$ cat config.mk
export PLATFORM = sky130hd
export DESIGN_NAME = bresenham_line_raster
export DESIGN_NICKNAME = d
export VERILOG_FILES = /design/src/sv/blr_pkg.sv /design/src/sv/blr_front.sv /design/src/sv/blr_queue.sv /design/src/sv/blr_walk.sv /design/src/sv/bresenham_line_raster.sv
export VERILOG_INCLUDE_DIRS = /design/src /design/src/sv
export SDC_FILE = /design/constraint.sdc
export NUM_CORES = 1
export LEC_CHECK = 0
export BUFFER_PORTS_ARGS = -buffer_cell sky130_fd_sc_hd__buf_4
export CAP_MARGIN = 10
export CORE_ASPECT_RATIO = 0.9
export CORE_MARGIN = 1.5
export CORE_UTILIZATION = 60
export CTS_CLUSTER_SIZE = 40
export DETAILED_ROUTE_END_ITERATION = 12
export GPL_TIMING_DRIVEN = 0
export HOLD_SLACK_MARGIN = 0.03
export PLACE_DENSITY = 0.79
export SLEW_MARGIN = 20
export SYNTH_ARGS = -nofsm -noshare
export SYNTH_HDL_FRONTEND = slang
export SYNTH_SLANG_ARGS = --single-unit
export TNS_END_PERCENT = 50
$ cat constraint.sdc
create_clock -name clk -period 10 [get_ports clk]
set_input_delay 1 -clock clk [delete_from_list [all_inputs] [get_ports clk]]
set_output_delay 1 -clock clk [all_outputs]
set_load 0.01 [all_outputs]
$ cat src/sv/assert_macros.svh
// shared assertion macros for the line rasterizer
`ifndef ASSERT_MACROS_SVH
`define ASSERT_MACROS_SVH

// checked on every clock edge outside of reset
`define BLR_ASSERT(label, prop, msg) \
  label: assert property (@(posedge clk) disable iff (rst) prop) else $error(msg);

// checked on every clock edge, reset included
`define BLR_ASSERT_ALWAYS(label, prop, msg) \
  label: assert property (@(posedge clk) prop) else $error(msg);

`endif

$ cat src/sv/blr_pkg.sv
`timescale 1ns / 1ps

package blr_pkg;

  // coordinate width, tile side is 2^COORD_BITS
  localparam int COORD_BITS = 6;

  // stream payload widths, padded to whole bytes
  localparam int IN_FIELD_BITS  = 4 * COORD_BITS;
  localparam int IN_DATA_BITS   = ((IN_FIELD_BITS + 7) / 8) * 8;
  localparam int OUT_FIELD_BITS = 2 * COORD_BITS;
  localparam int OUT_DATA_BITS  = ((OUT_FIELD_BITS + 7) / 8) * 8;

  // error accumulator holds up to twice the major delta
  localparam int ERR_BITS = COORD_BITS + 1;

  // segment queue between front and back
  localparam int QUEUE_DEPTH = 2;
  localparam int QPTR_BITS   = (QUEUE_DEPTH > 1) ? $clog2(QUEUE_DEPTH) : 1;
  localparam int QCNT_BITS   = $clog2(QUEUE_DEPTH + 1);

  typedef logic [COORD_BITS-1:0] coord_t;
  typedef logic [ERR_BITS-1:0]   err_t;

  // classified segment, ready to walk
  typedef struct packed {
    coord_t start_x;
    coord_t start_y;
    coord_t major;
    coord_t minor;
    logic   x_major;
    logic   x_down;
    logic   y_down;
  } seg_desc_t;

endpackage

$ cat src/sv/blr_front.sv
`timescale 1ns / 1ps

module blr_front (
  input  logic                    s_axis_tvalid,
  output logic                    s_axis_tready,
  input  logic [blr_pkg::IN_DATA_BITS-1:0] s_axis_tdata,
  input  logic                    q_full,
  output logic                    q_push,
  output blr_pkg::seg_desc_t      q_desc
);
  import blr_pkg::*;

  coord_t sx, sy, ex, ey;
  coord_t dx, dy;
  logic   xdown, ydown, xm;

  // unpack endpoints from the lowest bits up
  assign sx = s_axis_tdata[COORD_BITS-1:0];
  assign sy = s_axis_tdata[2*COORD_BITS-1:COORD_BITS];
  assign ex = s_axis_tdata[3*COORD_BITS-1:2*COORD_BITS];
  assign ey = s_axis_tdata[4*COORD_BITS-1:3*COORD_BITS];

  // direction and absolute deltas, zero delta counts as downward
  always_comb begin
    xdown = !(ex > sx);
    ydown = !(ey > sy);
    dx    = xdown ? coord_t'(sx - ex) : coord_t'(ex - sx);
    dy    = ydown ? coord_t'(sy - ey) : coord_t'(ey - sy);
    xm    = dx > dy;
  end

  // descriptor for the walker, x is major only on a strict win
  always_comb begin
    q_desc.start_x = sx;
    q_desc.start_y = sy;
    q_desc.major   = xm ? dx : dy;
    q_desc.minor   = xm ? dy : dx;
    q_desc.x_major = xm;
    q_desc.x_down  = xdown;
    q_desc.y_down  = ydown;
  end

  // take a segment whenever the queue has room
  assign s_axis_tready = !q_full;
  assign q_push        = s_axis_tvalid && s_axis_tready;

endmodule

$ cat src/sv/blr_queue.sv
`timescale 1ns / 1ps
`include "assert_macros.svh"

module blr_queue (
  input  logic               clk,
  input  logic               rst,
  input  logic               push,
  input  blr_pkg::seg_desc_t push_desc,
  output logic               full,
  input  logic               pop,
  output logic               head_valid,
  output blr_pkg::seg_desc_t head_desc
);
  import blr_pkg::*;

  seg_desc_t            entries [QUEUE_DEPTH];
  logic [QPTR_BITS-1:0] wr_ptr;
  logic [QPTR_BITS-1:0] rd_ptr;
  logic [QCNT_BITS-1:0] count;
  logic                 do_push;
  logic                 do_pop;

  assign full       = count == QCNT_BITS'(QUEUE_DEPTH);
  assign head_valid = count != '0;
  assign head_desc  = entries[rd_ptr];
  assign do_push    = push && !full;
  assign do_pop     = pop && head_valid;

  // pointers and fill count
  always_ff @(posedge clk) begin
    if (rst) begin
      wr_ptr <= '0;
      rd_ptr <= '0;
      count  <= '0;
    end else begin
      if (do_push) begin
        wr_ptr <= (wr_ptr == QPTR_BITS'(QUEUE_DEPTH - 1)) ? '0 : wr_ptr + 1'b1;
      end
      if (do_pop) begin
        rd_ptr <= (rd_ptr == QPTR_BITS'(QUEUE_DEPTH - 1)) ? '0 : rd_ptr + 1'b1;
      end
      if (do_push && !do_pop) begin
        count <= count + 1'b1;
      end else if (!do_push && do_pop) begin
        count <= count - 1'b1;
      end
    end
  end

  // entry storage
  always_ff @(posedge clk) begin
    if (do_push) begin
      entries[wr_ptr] <= push_desc;
    end
  end

  `BLR_ASSERT(a_count_bound, count <= QCNT_BITS'(QUEUE_DEPTH), "queue count past depth")
  `BLR_ASSERT(a_no_push_full, full |-> !push, "push into full queue")
  `BLR_ASSERT(a_pop_empty, pop |-> head_valid, "pop from empty queue")

endmodule

$ cat src/sv/blr_walk.sv
`timescale 1ns / 1ps
`include "assert_macros.svh"

module blr_walk (
  input  logic               clk,
  input  logic               rst,
  input  logic               q_valid,
  input  blr_pkg::seg_desc_t q_desc,
  output logic               q_pop,
  output logic               m_axis_tvalid,
  input  logic               m_axis_tready,
  output logic [blr_pkg::OUT_DATA_BITS-1:0] m_axis_tdata,
  output logic               m_axis_tlast
);
  import blr_pkg::*;

  // walk state: next pixel to emit and pixels left after it
  logic   busy;
  coord_t cur_x;
  coord_t cur_y;
  err_t   err;
  coord_t rem;
  coord_t major;
  coord_t minor;
  logic   x_major;
  logic   x_down;
  logic   y_down;

  // output register
  coord_t pix_x;
  coord_t pix_y;
  logic   pix_last;

  // selected source: live walk or a fresh segment from the queue
  coord_t src_x, src_y, src_rem, src_major, src_minor;
  err_t   src_err;
  logic   src_xm, src_xd, src_yd;

  logic   out_load;
  logic   start;
  logic   emit;
  err_t   err_sum;
  logic   hit;
  coord_t step_x;
  coord_t step_y;
  coord_t nxt_x;
  coord_t nxt_y;
  err_t   nxt_err;

  assign out_load = !m_axis_tvalid || m_axis_tready;
  assign start    = !busy && q_valid && out_load;
  assign emit     = start || (busy && out_load);
  assign q_pop    = start;

  always_comb begin
    if (busy) begin
      src_x     = cur_x;
      src_y     = cur_y;
      src_err   = err;
      src_rem   = rem;
      src_major = major;
      src_minor = minor;
      src_xm    = x_major;
      src_xd    = x_down;
      src_yd    = y_down;
    end else begin
      src_x     = q_desc.start_x;
      src_y     = q_desc.start_y;
      src_err   = err_t'({1'b0, q_desc.major} >> 1);
      src_rem   = q_desc.major;
      src_major = q_desc.major;
      src_minor = q_desc.minor;
      src_xm    = q_desc.x_major;
      src_xd    = q_desc.x_down;
      src_yd    = q_desc.y_down;
    end
  end

  // one bresenham step: major axis always moves, minor on overflow
  always_comb begin
    err_sum = src_err + {1'b0, src_minor};
    hit     = err_sum >= {1'b0, src_major};
    nxt_err = hit ? err_t'(err_sum - {1'b0, src_major}) : err_sum;
    step_x  = src_xd ? coord_t'(src_x - 1'b1) : coord_t'(src_x + 1'b1);
    step_y  = src_yd ? coord_t'(src_y - 1'b1) : coord_t'(src_y + 1'b1);
    if (src_xm) begin
      nxt_x = step_x;
      nxt_y = hit ? step_y : src_y;
    end else begin
      nxt_x = hit ? step_x : src_x;
      nxt_y = step_y;
    end
  end

  // control: walk flag and output valid
  always_ff @(posedge clk) begin
    if (rst) begin
      busy          <= 1'b0;
      m_axis_tvalid <= 1'b0;
    end else begin
      if (out_load) begin
        m_axis_tvalid <= emit;
      end
      if (emit) begin
        busy <= src_rem != '0;
      end
    end
  end

  // payload: pixel out and walk advance
  always_ff @(posedge clk) begin
    if (emit) begin
      pix_x    <= src_x;
      pix_y    <= src_y;
      pix_last <= src_rem == '0;
      cur_x    <= nxt_x;
      cur_y    <= nxt_y;
      err      <= nxt_err;
      rem      <= src_rem - coord_t'(1);
    end
    if (start) begin
      major   <= q_desc.major;
      minor   <= q_desc.minor;
      x_major <= q_desc.x_major;
      x_down  <= q_desc.x_down;
      y_down  <= q_desc.y_down;
    end
  end

  assign m_axis_tdata = OUT_DATA_BITS'({pix_y, pix_x});
  assign m_axis_tlast = pix_last;

  `BLR_ASSERT(a_err_below_major, busy |-> err < {1'b0, major}, "error past major delta")
  `BLR_ASSERT(a_rem_below_major, busy |-> rem < major, "pixel count past major delta")
  `BLR_ASSERT(a_end_flagged, busy && out_load && rem == '0 |=> m_axis_tvalid && m_axis_tlast && !busy, "segment end not flagged")

endmodule

$ cat src/sv/bresenham_line_raster.sv
`timescale 1ns / 1ps
// the first pixel of a segment passes through the segment queue and then the output register
//   before it is offered on the output
// throughput: one pixel a cycle while the output is not stalled, from the single step unit
//   of the walker; each segment gives max(|dx|,|dy|)+1 pixels, with no gap between segments
// up to two classified segments wait in the queue while a walk is under way
// reset: synchronous, active high, empties the queue and drops any walk in progress

module bresenham_line_raster (
  input  logic clk,
  input  logic rst,
  input  logic s_axis_tvalid,
  output logic s_axis_tready,
  // start_x, start_y, end_x, end_y from bit 0 up, zero padded
  input  logic [blr_pkg::IN_DATA_BITS-1:0] s_axis_tdata,
  output logic m_axis_tvalid,
  input  logic m_axis_tready,
  // pixel_x, pixel_y from bit 0 up, zero padded
  output logic [blr_pkg::OUT_DATA_BITS-1:0] m_axis_tdata,
  output logic m_axis_tlast
);
  import blr_pkg::*;

  logic      q_full;
  logic      q_push;
  seg_desc_t q_in;
  logic      q_pop;
  logic      q_valid;
  seg_desc_t q_head;

  // classify incoming segments
  blr_front u_front (
    .s_axis_tvalid (s_axis_tvalid),
    .s_axis_tready (s_axis_tready),
    .s_axis_tdata  (s_axis_tdata),
    .q_full        (q_full),
    .q_push        (q_push),
    .q_desc        (q_in)
  );

  // segment queue
  blr_queue u_queue (
    .clk        (clk),
    .rst        (rst),
    .push       (q_push),
    .push_desc  (q_in),
    .full       (q_full),
    .pop        (q_pop),
    .head_valid (q_valid),
    .head_desc  (q_head)
  );

  // pixel walker
  blr_walk u_walk (
    .clk           (clk),
    .rst           (rst),
    .q_valid       (q_valid),
    .q_desc        (q_head),
    .q_pop         (q_pop),
    .m_axis_tvalid (m_axis_tvalid),
    .m_axis_tready (m_axis_tready),
    .m_axis_tdata  (m_axis_tdata),
    .m_axis_tlast  (m_axis_tlast)
  );

endmodule
==> metrics.cfg, run 1 <==
[outcome]
status = complete, no violations

[final_layout]
drive_gt1_share_pct = 20.5
mostFrequentLayoutCells = edfxtp_1, inv_1, ha_1, buf_4, mux2i_1
diodes = 0
nNetsFinal = 702
layout_commonest_cell = edfxtp_1
syn_to_final_growth_pct = 17.3

[synth]
synth-seq-area-share_pct = 50.3
yosys_warnings = 0
ys_ff_latch = 114
yosysUniqueCellTypes = 52
synth_area_um2 = 6670
avgSynthCellArea_um2 = 12.1
async_reset_ff_share_pct = 0
ys.flop_type = edfxtp_1
syn_inst = 550
synth-edff-count = 107

[floorplan]
core_um2 = 10800
die_h_um = 103
row_count = 36
die_w_um = 114
ios = 47
start_util_pct = 61.7
die_area_um2 = 11800

[clock_network]
cts_max_path_buffers = 2
ctsResizeCount = 0
cts_tree = yes
clk_pin_slew_ns = 0.05
insertion_delay_ns = 0.41
postCtsHoldBufs = 0
cts_made_buffers = 17
clock_sinks = 114
cts_setup_buffers = 0
htree_num_levels = 4
cts_root_buf = clkbuf_16

[worst_setup_path]
endpoint = u_walk.cur_y[2]
worstSetupPathType = flop to flop
cp-start-kind = flop
crit_start = u_walk.busy
r2r-start = u_walk.busy
r2r_end = u_walk.cur_y[2]
critPathArrivalTime_ns = 5.29
r2r_cells = 18
required_ns = 10.15
crit_fanout = 10
critPathCaptureType = flop
rrSetupSlack_ns = 4.86

[timing]
slew_headroom_pct = 51.9
skew_ns = 0.00920
min_period_over_period_pct = 51.4
rsz0062_at_grt = no
tightestPinTransition_ns = 0.719
hold_viol = 0
fin_crit_ns = 5.14
setup_violations = 0
drv_slew = 0
finalSetupTns_ns = 0
final.setup.worst_slack_ns = 4.86
fmax_ghz = 0.195

[drt]
drt_iter0_drc = 321
drtPass1Iterations = 5
routedWlPerCell_um = 17.4
via_count = 4450
drtAntennaViolNets = 0
wl_um = 13300
viasPerCell = 5.84
drc = 0

[grt]
grt_start_max_net_pins = 28
grt_pass1_vias = 4416
antenna_found_initial = 0
grtUsageTotal_pct = 23.8
globalRouteOverflowTotal = 0
grt_pass1_wl_um = 21200

[job]
maxCapViolCount = 0

[min_path]
hold_class = flop to flop

[placed_design]
globalplace.congestion = 0.873
io_buffer_count = 42
hpwl_um = 9600
dp_slack_ns = 4.77

-- metal layers --
metal  wire length (um)  share of wire, %  vias up  track usage [%]
li1                   -                 -     2123                -
met5                  0                 0        -                0
met1               5900                44     2136             30.6
met2               6430                48      168             40.7
met3                667               5.0       23             4.41
met4                294               2.2        0             9.04
-- stage by stage --
stage	utilization [%]	cell area [um2]	std cells	hold slack (ns)
2_1_floorplan	-	6680	553	0.475
3_3_place_gp	66.2	7160	728	0.493
3_5_place_dp	66.9	7230	730	0.523
4_1_cts	72.3	7820	762	0.531
5_1_grt	72.3	7820	762	0.570
6_report	72.3	7820	762	0.538
-- kinds of logic (layout without fill, tap and decap cells) --
logic type,Yosys count,count (layout),share of synthesized area (%)
AO/OA/AOI/OAI,107,107,10.3
XOR/XNOR,35,35,4.60
adder cells (fa/ha/maj),58,58,11.8
buffers and inverters,78,154,4.96
flip-flops,114,114,50.3
multiplexers,72,72,11.6
other,1,4,0.0563
AND/OR/NAND/NOR,85,85,6.40
-- worst max-delay path: stages, from the launching register on --
cell	delay [ns]
dfxtp_1	0.32
buf_4	0.17
inv_1	0.08
clkbuf_1	0.46
clkbuf_1	0.55
buf_2	0.34
mux2i_1	0.33
inv_1	0.08
ha_1	0.29
a21o_1	0.17
a21oi_1	0.22
xnor2_1	0.20
ha_1	0.32
o21a_1	0.13
o31a_1	0.13
o221ai_1	0.28
nand2_2	0.20
nor2_4	0.25
mux2_1	0.35
-- how the worst min path moves through the flow --
stage,start,end,slack [ns],cells past startpoint
4_1_cts,u_queue.rd_ptr,flop,0.53,2
5_1_grt,u_queue.count[1],u_queue.count[1],0.57,2
3_3_place_gp,u_queue.count[1],u_queue.count[1],0.49,2
6_report,u_queue.rd_ptr,flop,0.54,2
2_1_floorplan,u_queue.count[1],u_queue.count[1],0.48,2
3_5_place_dp,u_queue.rd_ptr,u_queue.rd_ptr,0.52,2
-- registers in the layout (all words and copies together) (netlist names), 2 cells and up, named ones only --
signal	flops
u_queue.entries	54
u_walk.err	7
u_walk.cur_x	6
u_walk.cur_y	6
u_walk.major	6
u_walk.minor	6
u_walk.pix_x	6
u_walk.pix_y	6
u_walk.rem	6
u_queue.count	2
-- area by class of cell --
| class | instances | area, um2 |
|---|---|---|
| flip-flops and latches | 114 | 3350 |
| multi-input cells | 361 | 3010 |
| fillers | 734 | 2990 |
| clock buffers | 17 | 425 |
| repair buffers | 44 | 363 |
| inverters | 56 | 210 |
| clock inverters | 15 | 166 |
| well taps | 133 | 166 |
| plain buffers | 22 | 120 |
-- synthesized netlist by cell type (all sizes together) (2+ instances only) --
master	instances	area (um2)
buf	15	93.8
xnor2	22	193
dfxtp	7	140
fa	8	160
nand2b	8	50.1
o22ai	5	31.3
a31oi	3	18.8
o21a	8	60.1
mux2i	38	380
or2	4	25.0
nand3b	5	37.5
o41ai	2	17.5
a21o	11	82.6
edfxtp	107	3210
a211o	2	17.5
ha	50	626
nand3	2	10.0
inv	56	210
xor2	13	114
mux2	34	390
o221ai	3	26.3
o21bai	3	22.5
clkbuf	7	26.3
a211oi	2	15.0
a21oi	32	160
nor2	24	105
o211ai	2	15.0
nand2	27	104
nor2b	3	18.8
nor3	2	10.0
nand4	6	37.5
o21ai	25	125
Power of run 1 is left out: the tool's default activity adds up to more than one toggle a clock period on the data nets, which glitch-free logic cannot reach.
==> run 2, diff against run 1 <==
- clock period: 10 -> 5.1 ns (I/O delays scaled with it)
==> run 2 against run 1 <==
  * Non-clock buffer count down 1
  * Sequential share of layout area unchanged
  * Final cell count down 0.13%
  * Core utilization unchanged
  * Register-to-register slack worse by 4.5 ns
  * Critical path type unchanged
  * Largest cell class unchanged
==> metrics.cfg, run 2 (same netlist as run 1, synthesis figures left out) <==
[timing]
min_period_over_period_pct = 93.6
fin_crit_ns = 4.77
hold_viol = 0
tightestPinTransition_ns = 0.715
setup_violations = 0
slew_headroom_pct = 52.2
finalSetupTns_ns = 0
drv_slew = 0
rsz0062_at_grt = no
fmax_ghz = 0.209
skew_ns = 0.00666

[final_layout]
nNetsFinal = 701
syn_to_final_growth_pct = 17.3
mostFrequentLayoutCells = edfxtp_1, inv_1, ha_1, buf_4, mux2i_1
layout_commonest_cell = edfxtp_1
diodes = 0
drive_gt1_share_pct = 20.7
largest_register_ff_count = 54
final_core_util_pct = 72.3
top_regs = u_queue.entries (54), u_walk.err (7)
top_register = u_queue.entries

[worst_setup_path]
critPathCaptureType = flop
required_ns = 5.26
crit_fanout = 10
worstSetupPathType = flop to flop
critPathArrivalTime_ns = 4.93
cp-start-kind = flop

[drt]
routedWlPerCell_um = 17.4
drt_iter0_drc = 331
drtPass1Iterations = 5
wl_um = 13300
drtAntennaViolNets = 0
viasPerCell = 5.82
via_count = 4426
drc = 0

[floorplan]
row_count = 36
die_w_um = 114
start_util_pct = 61.7
core_um2 = 10800
die_h_um = 103
ios = 47
die_area_um2 = 11800

[placed_design]
io_buffer_count = 42
globalplace.congestion = 0.873
hpwl_um = 9600

[clock_network]
clk_pin_slew_ns = 0.06
cts_root_buf = clkbuf_16
clock_sinks = 114
cts_tree = yes
cts_made_buffers = 17
cts_max_path_buffers = 2
insertion_delay_ns = 0.41
cts_setup_buffers = 0
htree_num_levels = 4
postCtsHoldBufs = 0

[grt]
grt_pass1_vias = 4416
globalRouteOverflowTotal = 0
antenna_found_initial = 0
grt_pass1_wl_um = 21200
grt_start_max_net_pins = 28
grtUsageTotal_pct = 23.8

[min_path]
hold_class = primary input to flop

[job]
maxCapViolCount = 0

[outcome]
status = complete, no violations

run 2: changes by cell type in the layout (fill, tap and decap cells not counted), sizes merged:
cell,delta
buf,-1
run 2: layout make-up:
cell class,instances,area (um2)
Fill cell,735,2990
Sequential cell,114,3350
Buffer,21,120
Tap cell,133,166
Clock inverter,15,166
Inverter,56,210
Timing Repair Buffer,44,363
Multi-Input combinational cell,361,3010
Clock buffer,17,425
run 2: what timing repair did:
action                                  in CTS  in global routing
gates cloned                                 0                  0
endpoints found under the setup margin       6                  8
gates resized for setup                      1                  1
pin swaps                                    0                  0
run 2: path summary, 6_finish.rpt:
check                                      from                      to  slack (ns)  cells after the start
worst max-delay path                       flop         u_walk.cur_x[3]        0.33                     17
worst min-delay path            s_axis_tdata[5]  u_queue.entries[1][26]        0.30                      1
worst max register to register             flop         u_walk.cur_x[3]        0.33                     17
worst min register to register   u_queue.rd_ptr                    flop        0.54                      2
run 2: critical path: stages (launching register included):
cell and delay, ns:
dfxtp_1 0.30, buf_2 0.24, buf_2 0.34, clkbuf_4 0.33
mux2_2 0.40, mux2i_1 0.27, inv_1 0.08, ha_1 0.29
a21o_1 0.17, a21oi_1 0.22, xnor2_1 0.20, ha_1 0.32
o21a_1 0.13, o31a_1 0.13, o221ai_1 0.28, nand2_2 0.21
nor2_4 0.25, mux2_1 0.35
run 2: routing by layer:
layer	share of wire (%)	up-vias	GRT usage, %
met5	0	-	0
met4	1.8	0	9.04
met3	4.6	19	4.41
met2	49	150	40.7
met1	45	2134	30.6
li1	-	2123	-
run 2: metrics by stage:
step | cells | area (um2) | hold slack [ns] | worst slack, ns
6_report | 761 | 7820 | 0.297 | 0.325
5_1_grt | 761 | 7820 | 0.293 | 0.0222
4_1_cts | 762 | 7820 | 0.291 | 0.164
3_5_place_dp | 730 | 7230 | 0.523 | 0.0150
3_3_place_gp | 728 | 7160 | 0.493 | 0.204
2_1_floorplan | 553 | 6680 | 0.475 | 0.834
Power of run 2 is left out for the same reason.
